### src/rtl/core/wsfd_pkg.sv
// ----------------------------------------------------------------------------
// WebSocket frame deframer package
// Shared codes, types and helper functions for the deframer block.
// ----------------------------------------------------------------------------
package wsfd_pkg;

    localparam int unsigned LimitWidth = 21;
    localparam int unsigned LenWidth   = 64;

    // Event kinds carried on the result channel.
    localparam logic [2:0] EV_TEXT   = 3'd0;
    localparam logic [2:0] EV_BIN    = 3'd1;
    localparam logic [2:0] EV_PING   = 3'd2;
    localparam logic [2:0] EV_CLOSED = 3'd3;
    localparam logic [2:0] EV_ERROR  = 3'd4;

    // Frame opcodes of interest.
    localparam logic [3:0] OP_TEXT  = 4'h1;
    localparam logic [3:0] OP_BIN   = 4'h2;
    localparam logic [3:0] OP_CLOSE = 4'h8;
    localparam logic [3:0] OP_PING  = 4'h9;

    // 7-bit length codes that announce an extended length.
    localparam logic [6:0] LEN_EXT16 = 7'd126;
    localparam logic [6:0] LEN_EXT64 = 7'd127;

    // Header byte counts for the extended length and the masking key.
    localparam logic [3:0] EXT16_BYTES = 4'd2;
    localparam logic [3:0] EXT64_BYTES = 4'd8;
    localparam logic [3:0] KEY_BYTES   = 4'd4;

    // Register index on the configuration port.
    localparam logic REG_PAYLOAD_LIMIT = 1'b0;

    localparam logic [LimitWidth-1:0] LIMIT_RESET = 21'd4096;

    typedef enum logic [5:0] {
        PH_HDR0 = 6'b000001,
        PH_HDR1 = 6'b000010,
        PH_EXT  = 6'b000100,
        PH_MASK = 6'b001000,
        PH_DATA = 6'b010000,
        PH_STOP = 6'b100000
    } phase_t;

    typedef struct packed {
        logic       valid;
        logic [2:0] event_kind;
        logic [7:0] data_byte;
        logic       has_data;
        logic       last;
    } result_t;

    function automatic logic is_data_op(input logic [3:0] op);
        return (op == OP_TEXT) || (op == OP_BIN) || (op == OP_PING);
    endfunction

    function automatic logic [2:0] data_kind(input logic [3:0] op);
        logic [2:0] kind;
        case (op)
            OP_TEXT: kind = EV_TEXT;
            OP_BIN:  kind = EV_BIN;
            default: kind = EV_PING;
        endcase
        return kind;
    endfunction

endpackage

### src/rtl/core/wsfd_cfg_regs.sv
// ----------------------------------------------------------------------------
// WebSocket deframer configuration registers
// APB-style register file holding the payload length limit.
// ----------------------------------------------------------------------------
module wsfd_cfg_regs (
    input  logic                                 aclk,
    input  logic                                 aresetn,
    input  logic                                 psel,
    input  logic                                 penable,
    input  logic                                 pwrite,
    input  logic [2:0]                           paddr,
    input  logic [31:0]                          pwdata,
    output logic [31:0]                          prdata,
    output logic                                 pready,
    output logic [wsfd_pkg::LimitWidth-1:0]      payload_limit
);

    logic [wsfd_pkg::LimitWidth-1:0] limit_reg;
    logic                            wr_en;

    assign pready = 1'b1;
    assign wr_en  = psel && penable && pwrite && (paddr[2] == wsfd_pkg::REG_PAYLOAD_LIMIT);

    always_ff @(posedge aclk) begin
        if (!aresetn) begin
            limit_reg <= wsfd_pkg::LIMIT_RESET;
        end else if (wr_en) begin
            limit_reg <= pwdata[wsfd_pkg::LimitWidth-1:0];
        end
    end

    always_comb begin
        prdata = 32'd0;
        if (paddr[2] == wsfd_pkg::REG_PAYLOAD_LIMIT) begin
            prdata = {{(32 - wsfd_pkg::LimitWidth){1'b0}}, limit_reg};
        end
    end

    assign payload_limit = limit_reg;

endmodule

### src/rtl/core/wsfd_parser.sv
// ----------------------------------------------------------------------------
// WebSocket deframer frame parser
// Header/payload state machine; one byte per step, at most one result.
// ----------------------------------------------------------------------------
module wsfd_parser (
    input  logic                             aclk,
    input  logic                             aresetn,
    input  logic                             step,
    input  logic [7:0]                       rx_byte,
    input  logic [wsfd_pkg::LimitWidth-1:0]  payload_limit,
    output wsfd_pkg::result_t                result
);

    wsfd_pkg::phase_t                phase_reg, phase_next;
    logic [3:0]                      op_reg, op_next;
    logic                            mask_reg, mask_next;
    logic                            ext_long_reg, ext_long_next;
    logic [wsfd_pkg::LenWidth-1:0]   len_reg, len_next;
    logic [3:0]                      cnt_reg, cnt_next;
    logic [31:0]                     key_reg, key_next;
    logic [wsfd_pkg::LimitWidth-1:0] pos_reg, pos_next;

    logic [wsfd_pkg::LenWidth-1:0]   len_val;
    logic [3:0]                      cnt_inc;
    logic [wsfd_pkg::LimitWidth:0]   pos_inc;
    logic                            is_last;
    logic [7:0]                      key_byte;
    logic                            do_known;
    logic                            do_start;

    assign cnt_inc = cnt_reg + 4'd1;
    assign pos_inc = {1'b0, pos_reg} + {{wsfd_pkg::LimitWidth{1'b0}}, 1'b1};
    // In the payload phase the length already passed the limit check, so its
    // low bits hold all of it.
    assign is_last = pos_inc >= {1'b0, len_reg[wsfd_pkg::LimitWidth-1:0]};

    always_comb begin
        key_byte = 8'd0;
        if (mask_reg) begin
            case (pos_reg[1:0])
                2'd0:    key_byte = key_reg[31:24];
                2'd1:    key_byte = key_reg[23:16];
                2'd2:    key_byte = key_reg[15:8];
                default: key_byte = key_reg[7:0];
            endcase
        end
    end

    always_comb begin
        phase_next    = phase_reg;
        op_next       = op_reg;
        mask_next     = mask_reg;
        ext_long_next = ext_long_reg;
        len_next      = len_reg;
        cnt_next      = cnt_reg;
        key_next      = key_reg;
        pos_next      = pos_reg;
        len_val       = len_reg;
        do_known      = 1'b0;
        do_start      = 1'b0;
        result        = '0;

        case (phase_reg)
            wsfd_pkg::PH_HDR0: begin
                op_next    = rx_byte[3:0];
                phase_next = wsfd_pkg::PH_HDR1;
            end
            wsfd_pkg::PH_HDR1: begin
                mask_next = rx_byte[7];
                if (rx_byte[6:0] == wsfd_pkg::LEN_EXT16 ||
                    rx_byte[6:0] == wsfd_pkg::LEN_EXT64) begin
                    ext_long_next = (rx_byte[6:0] == wsfd_pkg::LEN_EXT64);
                    len_next      = '0;
                    cnt_next      = 4'd0;
                    phase_next    = wsfd_pkg::PH_EXT;
                end else begin
                    len_val  = {{(wsfd_pkg::LenWidth - 7){1'b0}}, rx_byte[6:0]};
                    len_next = len_val;
                    do_known = 1'b1;
                end
            end
            wsfd_pkg::PH_EXT: begin
                len_val  = {len_reg[wsfd_pkg::LenWidth-9:0], rx_byte};
                len_next = len_val;
                cnt_next = cnt_inc;
                if (cnt_inc == (ext_long_reg ? wsfd_pkg::EXT64_BYTES
                                             : wsfd_pkg::EXT16_BYTES)) begin
                    do_known = 1'b1;
                end
            end
            wsfd_pkg::PH_MASK: begin
                key_next = {key_reg[23:0], rx_byte};
                cnt_next = cnt_inc;
                if (cnt_inc == wsfd_pkg::KEY_BYTES) begin
                    do_start = 1'b1;
                end
            end
            wsfd_pkg::PH_DATA: begin
                pos_next = pos_inc[wsfd_pkg::LimitWidth-1:0];
                if (wsfd_pkg::is_data_op(op_reg)) begin
                    result.valid      = 1'b1;
                    result.event_kind = wsfd_pkg::data_kind(op_reg);
                    result.data_byte  = rx_byte ^ key_byte;
                    result.has_data   = 1'b1;
                    result.last       = is_last;
                    if (is_last) begin
                        phase_next = wsfd_pkg::PH_HDR0;
                    end
                end else if (is_last) begin
                    if (op_reg == wsfd_pkg::OP_CLOSE) begin
                        result.valid      = 1'b1;
                        result.event_kind = wsfd_pkg::EV_CLOSED;
                        result.last       = 1'b1;
                        phase_next        = wsfd_pkg::PH_STOP;
                    end else begin
                        phase_next = wsfd_pkg::PH_HDR0;
                    end
                end
            end
            default: begin
                // Stopped: bytes are swallowed until reset.
            end
        endcase

        if (do_known) begin
            if (len_val > {{(wsfd_pkg::LenWidth - wsfd_pkg::LimitWidth){1'b0}},
                           payload_limit}) begin
                result.valid      = 1'b1;
                result.event_kind = wsfd_pkg::EV_ERROR;
                result.last       = 1'b1;
                phase_next        = wsfd_pkg::PH_STOP;
            end else if (mask_next) begin
                cnt_next   = 4'd0;
                key_next   = 32'd0;
                phase_next = wsfd_pkg::PH_MASK;
            end else begin
                do_start = 1'b1;
            end
        end

        if (do_start) begin
            if (len_val != '0) begin
                pos_next   = '0;
                phase_next = wsfd_pkg::PH_DATA;
            end else if (wsfd_pkg::is_data_op(op_reg)) begin
                result.valid      = 1'b1;
                result.event_kind = wsfd_pkg::data_kind(op_reg);
                result.last       = 1'b1;
                phase_next        = wsfd_pkg::PH_HDR0;
            end else if (op_reg == wsfd_pkg::OP_CLOSE) begin
                result.valid      = 1'b1;
                result.event_kind = wsfd_pkg::EV_CLOSED;
                result.last       = 1'b1;
                phase_next        = wsfd_pkg::PH_STOP;
            end else begin
                phase_next = wsfd_pkg::PH_HDR0;
            end
        end
    end

    always_ff @(posedge aclk) begin
        if (!aresetn) begin
            phase_reg <= wsfd_pkg::PH_HDR0;
        end else if (step) begin
            phase_reg <= phase_next;
        end
    end

    always_ff @(posedge aclk) begin
        if (step) begin
            op_reg       <= op_next;
            mask_reg     <= mask_next;
            ext_long_reg <= ext_long_next;
            len_reg      <= len_next;
            cnt_reg      <= cnt_next;
            key_reg      <= key_next;
            pos_reg      <= pos_next;
        end
    end

endmodule

### src/rtl/core/websocket_frame_deframer_unit.sv
// ----------------------------------------------------------------------------
// WebSocket frame deframer unit
// Parses received RFC 6455 frames byte by byte and delivers unmasked payload.
// ----------------------------------------------------------------------------
//
//  Channel   Direction  Handshake          Payload
//  s_        in         s_valid/s_ready    s_rx_byte[7:0]
//  m_        out        m_valid/m_ready    m_event_kind, m_data_byte, m_has_data, m_last
//  APB       in/out     psel/penable       payload_limit at byte address 0
//
//  Each accepted beat is held in the input register and parsed on its way
//  to the result register, so one beat per cycle is sustained while results
//  are not stalled; any result it makes is registered in the result register.
//  Reset (aresetn low, synchronous) returns the parser to the first header
//  byte, empties both registers and sets payload_limit to 4096.
//  A stalled result only holds back the input register; a new beat is still
//  taken as long as that register is empty or moves on in the same cycle.
// ----------------------------------------------------------------------------
module websocket_frame_deframer_unit (
    input  logic        aclk,
    input  logic        aresetn,
    // Received byte stream.
    input  logic        s_valid,
    output logic        s_ready,
    input  logic [7:0]  s_rx_byte,
    // Parsed results.
    output logic        m_valid,
    input  logic        m_ready,
    output logic [2:0]  m_event_kind,
    output logic [7:0]  m_data_byte,
    output logic        m_has_data,
    output logic        m_last,
    // Configuration port.
    input  logic        psel,
    input  logic        penable,
    input  logic        pwrite,
    input  logic [2:0]  paddr,
    input  logic [31:0] pwdata,
    output logic [31:0] prdata,
    output logic        pready
);

    logic [wsfd_pkg::LimitWidth-1:0] payload_limit;

    // Input register: holds one beat waiting to be parsed.
    logic       in_valid_reg;
    logic [7:0] in_byte_reg;

    // Result register.
    logic       out_valid_reg;
    logic [2:0] out_kind_reg;
    logic [7:0] out_data_reg;
    logic       out_has_reg;
    logic       out_last_reg;

    logic              step;
    wsfd_pkg::result_t result;

    wsfd_cfg_regs u_cfg (
        .aclk          (aclk),
        .aresetn       (aresetn),
        .psel          (psel),
        .penable       (penable),
        .pwrite        (pwrite),
        .paddr         (paddr),
        .pwdata        (pwdata),
        .prdata        (prdata),
        .pready        (pready),
        .payload_limit (payload_limit)
    );

    // The held beat is parsed whenever the result register is free or is
    // being emptied in this cycle, so any result it makes has a place to go.
    assign step    = in_valid_reg && (!out_valid_reg || m_ready);
    assign s_ready = !in_valid_reg || step;

    always_ff @(posedge aclk) begin
        if (!aresetn) begin
            in_valid_reg <= 1'b0;
        end else if (s_valid && s_ready) begin
            in_valid_reg <= 1'b1;
        end else if (step) begin
            in_valid_reg <= 1'b0;
        end
    end

    always_ff @(posedge aclk) begin
        if (s_valid && s_ready) begin
            in_byte_reg <= s_rx_byte;
        end
    end

    wsfd_parser u_parser (
        .aclk          (aclk),
        .aresetn       (aresetn),
        .step          (step),
        .rx_byte       (in_byte_reg),
        .payload_limit (payload_limit),
        .result        (result)
    );

    always_ff @(posedge aclk) begin
        if (!aresetn) begin
            out_valid_reg <= 1'b0;
        end else if (step) begin
            out_valid_reg <= result.valid;
        end else if (m_ready) begin
            out_valid_reg <= 1'b0;
        end
    end

    always_ff @(posedge aclk) begin
        if (step && result.valid) begin
            out_kind_reg <= result.event_kind;
            out_data_reg <= result.data_byte;
            out_has_reg  <= result.has_data;
            out_last_reg <= result.last;
        end
    end

    assign m_valid      = out_valid_reg;
    assign m_event_kind = out_kind_reg;
    assign m_data_byte  = out_data_reg;
    assign m_has_data   = out_has_reg;
    assign m_last       = out_last_reg;

    // A held beat behind a stalled result must not let a new beat in.
    assert property (@(posedge aclk) disable iff (!aresetn)
        (in_valid_reg && out_valid_reg && !m_ready) |-> !s_ready)
        else $error("input accepted while both registers are full");

    // Closed and error events never carry data and always end their event.
    assert property (@(posedge aclk) disable iff (!aresetn)
        (m_valid && (m_event_kind == wsfd_pkg::EV_CLOSED ||
                     m_event_kind == wsfd_pkg::EV_ERROR))
        |-> (m_last && !m_has_data && (m_data_byte == 8'd0)))
        else $error("closed or error event with data or without last");

    // A beat without data carries a zero byte and ends its event.
    assert property (@(posedge aclk) disable iff (!aresetn)
        (m_valid && !m_has_data) |-> (m_data_byte == 8'd0 && m_last))
        else $error("empty result with nonzero byte or without last");

    // A result taken without a parse step leaves the result register empty.
    assert property (@(posedge aclk) disable iff (!aresetn)
        (m_valid && m_ready && !step) |=> !m_valid)
        else $error("result register refilled without a parse step");

endmodule
### config.mk
export PLATFORM = sky130hd
export DESIGN_NAME = websocket_frame_deframer_unit
export DESIGN_NICKNAME = d
export VERILOG_FILES = /design/src/rtl/core/wsfd_pkg.sv /design/src/rtl/core/wsfd_cfg_regs.sv /design/src/rtl/core/wsfd_parser.sv /design/src/rtl/core/websocket_frame_deframer_unit.sv
export SDC_FILE = /design/constraint.sdc
export NUM_CORES = 1
export LEC_CHECK = 0
export BUFFER_PORTS_ARGS = -buffer_cell sky130_fd_sc_hd__buf_2
export CORE_ASPECT_RATIO = 0.6
export CORE_MARGIN = 2
export CORE_UTILIZATION = 65
export DETAILED_ROUTE_END_ITERATION = 6
export HOLD_SLACK_MARGIN = 0.1
export MAX_ROUTING_LAYER = met4
export PLACE_DENSITY = 0.91
export SLEW_MARGIN = 20
export SYNTH_ARGS = -nofsm -noshare
export SYNTH_HDL_FRONTEND = slang
export SYNTH_HIERARCHICAL = 1
export SYNTH_SLANG_ARGS = --single-unit
### constraint.sdc
create_clock -name aclk -period 11.4 [get_ports aclk]
set_clock_uncertainty 0.05 [all_clocks]
set_input_delay 1.14 -clock aclk [delete_from_list [all_inputs] [get_ports aclk]]
set_output_delay 1.14 -clock aclk [all_outputs]
set_load 0.02 [all_outputs]
==> results of run 1 <==
synth_stat cells (all sizes together), types with 24 or more instances:
master / number
mux2i: 58
nand2: 97
xor2: 28
inv: 47
and2: 48
edfxtp: 148
nor2b: 36
ha: 48
clkbuf: 35
dfxtp: 29
nor2: 108
a21oi: 24
nand3: 28
worst max-delay path: stages, from the launching register on:
cell,delay (ps)
dfxtp_1,380
or4_4,660
a21o_1,330
a41oi_2,920
o22ai_1,230
ha_1,350
and3_1,200
a221oi_1,430
o211ai_1,160
o31ai_1,630
nand4bb_1,270
a2111oi_4,620
a211o_1,230
nand2_1,80
nor2_1,740
per-layer routing:
metal  up-vias  wire [µm]
met3        53       2420
li1       3511          -
met4         0        461
met5         -          0
met1      3515       9814
met2       392      10060
final timing paths:
| check | startpoint | to | slack [ps] |
|---|---|---|---|
| worst min register to register | u_cfg/payload_limit[16] | u_cfg/payload_limit[16] | 430 |
| worst max register to register | u_parser/phase_reg[4] | m_event_kind[0] | 4730 |
| worst min-delay path | u_cfg/payload_limit[16] | u_cfg/payload_limit[16] | 430 |
| worst max-delay path | u_parser/phase_reg[4] | m_event_kind[0] | 4730 |
area by class of cell:
type | count | area, µm² | area share (%)
Multi-Input combinational cell | 690 | 4572 | 41.47
Tap cell | 203 | 254.0 | 2.304
Sequential cell | 177 | 5025 | 45.58
Clock buffer | 18 | 429.2 | 3.893
Inverter | 47 | 176.4 | 1.600
Timing Repair Buffer | 81 | 427.9 | 3.882
Clock inverter | 14 | 140.1 | 1.271
through the flow:
stage                     instances  total power (W)  util (%)  hold slack [ps]  instance area (µm²)
after detailed placement       1198        0.0008347     68.76            418.4                10450
final                          1230         0.001392     72.55            425.6                11020
after global placement         1198        0.0008296     68.76            404.9                10450
after floorplan                 971        0.0008084         -            374.4                10050
after global routing           1230         0.001433     72.55            455.7                11020
after CTS                      1230         0.001391     72.51            428.3                11020
logic make-up after synthesis:
family / count (synthesis) / synth area share, %
other cells: 2 / 0.07504
compound gates: 124 / 8.989
buf+inv: 104 / 4.738
xor+xnor: 49 / 4.288
flops: 177 / 50.21
simple gates: 399 / 19.90
mux: 58 / 5.801
fa+ha+maj: 48 / 6.001
power by group through the flow:
stage	clock, W	combinational (W)	sequential [W]
final	0.000568	0.0000926	0.000732
after global routing	0.000597	0.000102	0.000734
after CTS	0.000570	0.0000905	0.000731
after detailed placement	0	0.0000894	0.000745
after global placement	0	0.0000853	0.000744
after floorplan	0	0.0000708	0.000738
==> results.py, run 1 <==
metrics = {
    "global_routing": {
        "grt_use_met1_pct": 40.77,
        "antenna_found_initial": 0,
        "grt_pass1_wl_um": 35960,
        "grt_max_degree": 65,
        "grtUsageMet3_pct": 8.182,
        "track_usage_pct": 29.39,
        "gr-total-overflow": 0,
        "use_met2_pct": 42.74,
        "grt.busiest_layer": "met2",
        "grt_pass1_vias": 7015,
    },
    "die": {
        "num_rows": 35,
        "num_io_pins": 98,
        "die_y_um": 100.1,
        "die_w_um": 164.2,
        "core_um2": 15200,
        "die_area_um2": 16440,
        "initial_core_util_pct": 65.86,
    },
    "pwr": {
        "switchingPower_w": 0.0003519,
        "ir_drop_v": 0.00007961,
        "leakagePower_nw": 4.412,
        "switching_share_pct": 25.28,
        "power_density_nw_per_um2": 126.3,
        "intPower_w": 0.001040,
        "pwr-share-clk_pct": 40.8,
        "p_seq_share_pct": 52.6,
        "pwr-share-comb_pct": 6.6,
    },
    "clock_tree": {
        "cts.sink_count": 177,
        "tritoncts": "built",
        "cts-htree-levels": 4,
        "numCtsBuffers": 17,
        "cts_resized": 0,
        "cts_setup_buffers": 0,
        "cts_root_buf": "clkbuf_16",
        "clkLatencyLatePin_ps": 430,
        "clkTransAtPathRegs_ps": 70,
        "clock_path_buffers": 2,
        "postCtsHoldBufs": 0,
    },
    "place": {
        "place_ws_ps": 5005,
        "hpwl_um": 15670,
        "port_buffers": 72,
        "gp_congestion": 0.9453,
    },
    "layout": {
        "final_common_cell": "edfxtp_1",
        "syn2layout_area_growth_pct": 10.15,
        "layout_common_cells": "edfxtp_1, nor2_1, nand2_1",
        "largest_reg_flops": 64,
        "fin_nets": 1112,
        "n_antenna_cell": 0,
        "n_fill_cell": 1030,
        "drive_gt1_share_pct": 12.76,
    },
    "worst_hold_path": {
        "holdCritPathClass": "flip-flop to flip-flop",
        "hold_depth": 2,
    },
    "outcome": {
        "failed_checks": "design-rule violations",
        "status": "finished with violations",
    },
    "worst_setup_path": {
        "cp.required_ps": 11410,
        "worstSetupEndpointType": "flip-flop",
        "start_kind": "flip-flop",
        "crit_arrival_ps": 6680,
        "critPathKind": "flip-flop to flip-flop",
        "rr_worst_depth": 14,
        "critical_path.max_fanout": 19,
    },
    "yosys": {
        "synth_edf_count": 148,
        "ys_ff_latch": 177,
        "synthCells": 961,
        "yosys_most_used_dff": "edfxtp_1",
        "yosys_warnings": 6,
        "synth_top_area_share_pct": 44.41,
        "synth-async-reset-ratio_pct": 0,
        "yosysTopAreaCell": "edfxtp_1",
        "synth-seq-area-share_pct": 50.21,
        "syn-cell-area_um2": 10010,
        "synthTopCellsByArea": "edfxtp_1, ha_1, dfxtp_1, mux2i_1, nor2_1",
        "syn_avg_cell_area_um2": 10.41,
        "ys_types": 67,
    },
    "sta": {
        "period_share_pct": 58.50,
        "setup_slack_ps": 4731,
        "min_period_ps": 6669,
        "worst_pin_slew_ps": 1116,
        "finalMaxSlewViolations": 0,
        "relSlewSlack_pct": 23.67,
        "final_hold_viol_count": 0,
        "setup-violations-final": 0,
        "setup-tns-final_ps": 0,
        "rsz0062_at_grt": "no",
        "max_freq_ghz": 0.1499,
    },
    "routing": {
        "routed_via_density": 6.074,
        "wirelength_um": 22760,
        "drt_iter0_markers": 1093,
        "drt_pass1_iterations": 7,
        "drc": 2,
        "via_count": 7471,
        "final_antenna_net_count": 0,
        "wl_per_cell_um": 18.50,
    },
    "job": {
        "maxCapViolations": 0,
    },
}
Power figures use the tool's default switching activity.
==> run 2: changes to the inputs <==
--- a/config.mk
+++ b/config.mk
@@ -8,11 +8,11 @@
 export BUFFER_PORTS_ARGS = -buffer_cell sky130_fd_sc_hd__buf_2
 export CORE_ASPECT_RATIO = 0.6
 export CORE_MARGIN = 2
-export CORE_UTILIZATION = 65
+export CORE_UTILIZATION = 54
 export DETAILED_ROUTE_END_ITERATION = 6
 export HOLD_SLACK_MARGIN = 0.1
 export MAX_ROUTING_LAYER = met4
-export PLACE_DENSITY = 0.91
+export PLACE_DENSITY = 0.82
 export SLEW_MARGIN = 20
 export SYNTH_ARGS = -nofsm -noshare
 export SYNTH_HDL_FRONTEND = slang
==> constraint.sdc (replaced) <==
create_clock -name aclk -period 5.67 [get_ports aclk]
set_clock_uncertainty 0.05 [all_clocks]
set_input_delay 0.567 -clock aclk [delete_from_list [all_inputs] [get_ports aclk]]
set_output_delay 0.567 -clock aclk [all_outputs]
set_load 0.02 [all_outputs]
==> results.py, run 2 (synthesis gave the netlist of run 1 again) <==
metrics = {
    "outcome": {
        "status": "finished clean",
    },
    "clock_tree": {
        "cts_setup_buffers": 0,
        "cts.sink_count": 177,
        "clock_path_buffers": 2,
        "cts_root_buf": "clkbuf_16",
        "numCtsBuffers": 17,
        "postCtsHoldBufs": 0,
        "cts-htree-levels": 4,
        "clkTransAtPathRegs_ps": 80,
        "cts_resized": 0,
        "tritoncts": "built",
        "clkLatencyLatePin_ps": 440,
    },
    "worst_setup_path": {
        "worstSetupEndpointType": "flip-flop",
        "timing.reg2reg.setup_slack_ps": 720,
        "crit_arrival_ps": 5040,
        "cp.required_ps": 5760,
        "critPathKind": "flip-flop to flip-flop",
        "critical_path.max_fanout": 16,
        "start_kind": "flip-flop",
    },
    "pwr": {
        "leakagePower_nw": 4.481,
        "ir_drop_v": 0.0002042,
        "power_density_nw_per_um2": 256.1,
    },
    "sta": {
        "finalHoldWorstSlack_ps": 250.2,
        "relSlewSlack_pct": 23.95,
        "max_freq_ghz": 0.2019,
        "final_hold_viol_count": 0,
        "finalMaxSlewViolations": 0,
        "setup-tns-final_ps": 0,
        "worst_pin_slew_ps": 1130,
        "rsz0062_at_grt": "no",
        "setup-violations-final": 0,
        "period_share_pct": 87.37,
        "min_period_ps": 4954,
    },
    "layout": {
        "drive_gt1_share_pct": 13.53,
        "fin_nets": 1120,
        "fin_util_pct": 61.70,
        "n_fill_cell": 1418,
        "syn2layout_area_growth_pct": 11.68,
        "n_antenna_cell": 0,
        "multiInputGateArea_um2": 4571,
        "final_common_cell": "edfxtp_1",
        "layout_common_cells": "edfxtp_1, nor2_1, nand2_1",
        "largest_reg_flops": 64,
        "regArea_um2": 5025,
    },
    "routing": {
        "via_count": 7374,
        "drt_pass1_iterations": 6,
        "final_antenna_net_count": 0,
        "drc": 0,
        "drt_iter0_markers": 906,
        "wl_per_cell_um": 17.54,
        "wirelength_um": 22370,
        "routed_via_density": 5.784,
    },
    "global_routing": {
        "grt_pass1_vias": 6743,
        "antenna_found_initial": 0,
        "grt_max_degree": 65,
        "track_usage_pct": 23.88,
        "gr-total-overflow": 0,
        "grt_pass1_wl_um": 35670,
    },
    "die": {
        "num_io_pins": 98,
        "die_area_um2": 19680,
        "num_rows": 38,
        "die_y_um": 109.5,
        "initial_core_util_pct": 55.25,
        "die_w_um": 179.8,
        "core_um2": 18110,
    },
    "worst_hold_path": {
        "holdCritPathClass": "input pin to flip-flop",
    },
    "place": {
        "hpwl_um": 15670,
        "port_buffers": 72,
        "gp_congestion": 0.9433,
    },
    "job": {
        "maxCapViolations": 0,
    },
}
run 2: cell count changes in the layout (fill, tap and decap cells not counted), moves of 3 or more:
| cell | delta |
|---|---|
| inv_6 | +3 |
| clkinvlp_4 | -3 |
| clkinv_8 | +4 |
| buf_4 | +8 |
| inv_8 | -3 |
run 2: path summary, 6_finish.rpt:
kind	startpoint	endpoint	cells past startpoint
hold / removal	s_rx_byte[2]	in_byte_reg[2]	1
setup / recovery	u_parser/phase_reg[4]	m_event_kind[0]	17
hold reg to reg	u_cfg/payload_limit[15]	u_cfg/payload_limit[15]	2
setup reg to reg	u_parser/phase_reg[4]	m_event_kind[0]	17
run 2: worst max-delay path: stages, from the launching register on:
cell and delay [ps]:
dfxtp_1 380, or4_4 660, a21o_1 330, a41oi_2 300
buf_4 290, o22ai_1 120, ha_1 330, nand3_1 120
nor4_1 460, a22oi_1 120, o31ai_1 100, buf_4 190
nand4bb_1 160, a2111oi_4 480, a211o_1 190, nand2_1 60
nor2_1 90, buf_4 210
run 2: through the flow:
step	cells	cell area (µm²)	worst slack [ps]	power (W)
floorplan	971	10050	476.7	0.001625
global placement	1243	10560	941.1	0.001674
detailed placement	1243	10560	884.4	0.001682
CTS	1275	11170	833.0	0.002873
global route	1275	11180	502.7	0.002959
finish	1275	11180	715.9	0.002862
run 2: layer usage:
layer	vias up	global-route usage (%)	wire [µm]	part of all wire, %
li1	3543	-	-	-
met1	3481	34.43	10410	47
met2	317	33.25	9494	42
met3	33	6.161	2158	9.6
met4	0	6.620	304	1.4
met5	-	-	0	0
run 2: layout make-up:
cell class              instances  area share [%]
flip-flops and latches        177           44.96
multi-input cells             690           40.89
repair buffers                 89           4.366
clock buffers                  18           3.929
well taps                     240           2.687
clock inverters                14           1.590
inverters                      47           1.578
run 2: power by group:
part | internal [W] | switching, W | total, W
registers | 0.00143 | 0.0000347 | 0.00147
logic | 0.0000749 | 0.000117 | 0.000192
clock network | 0.000615 | 0.000588 | 0.00120
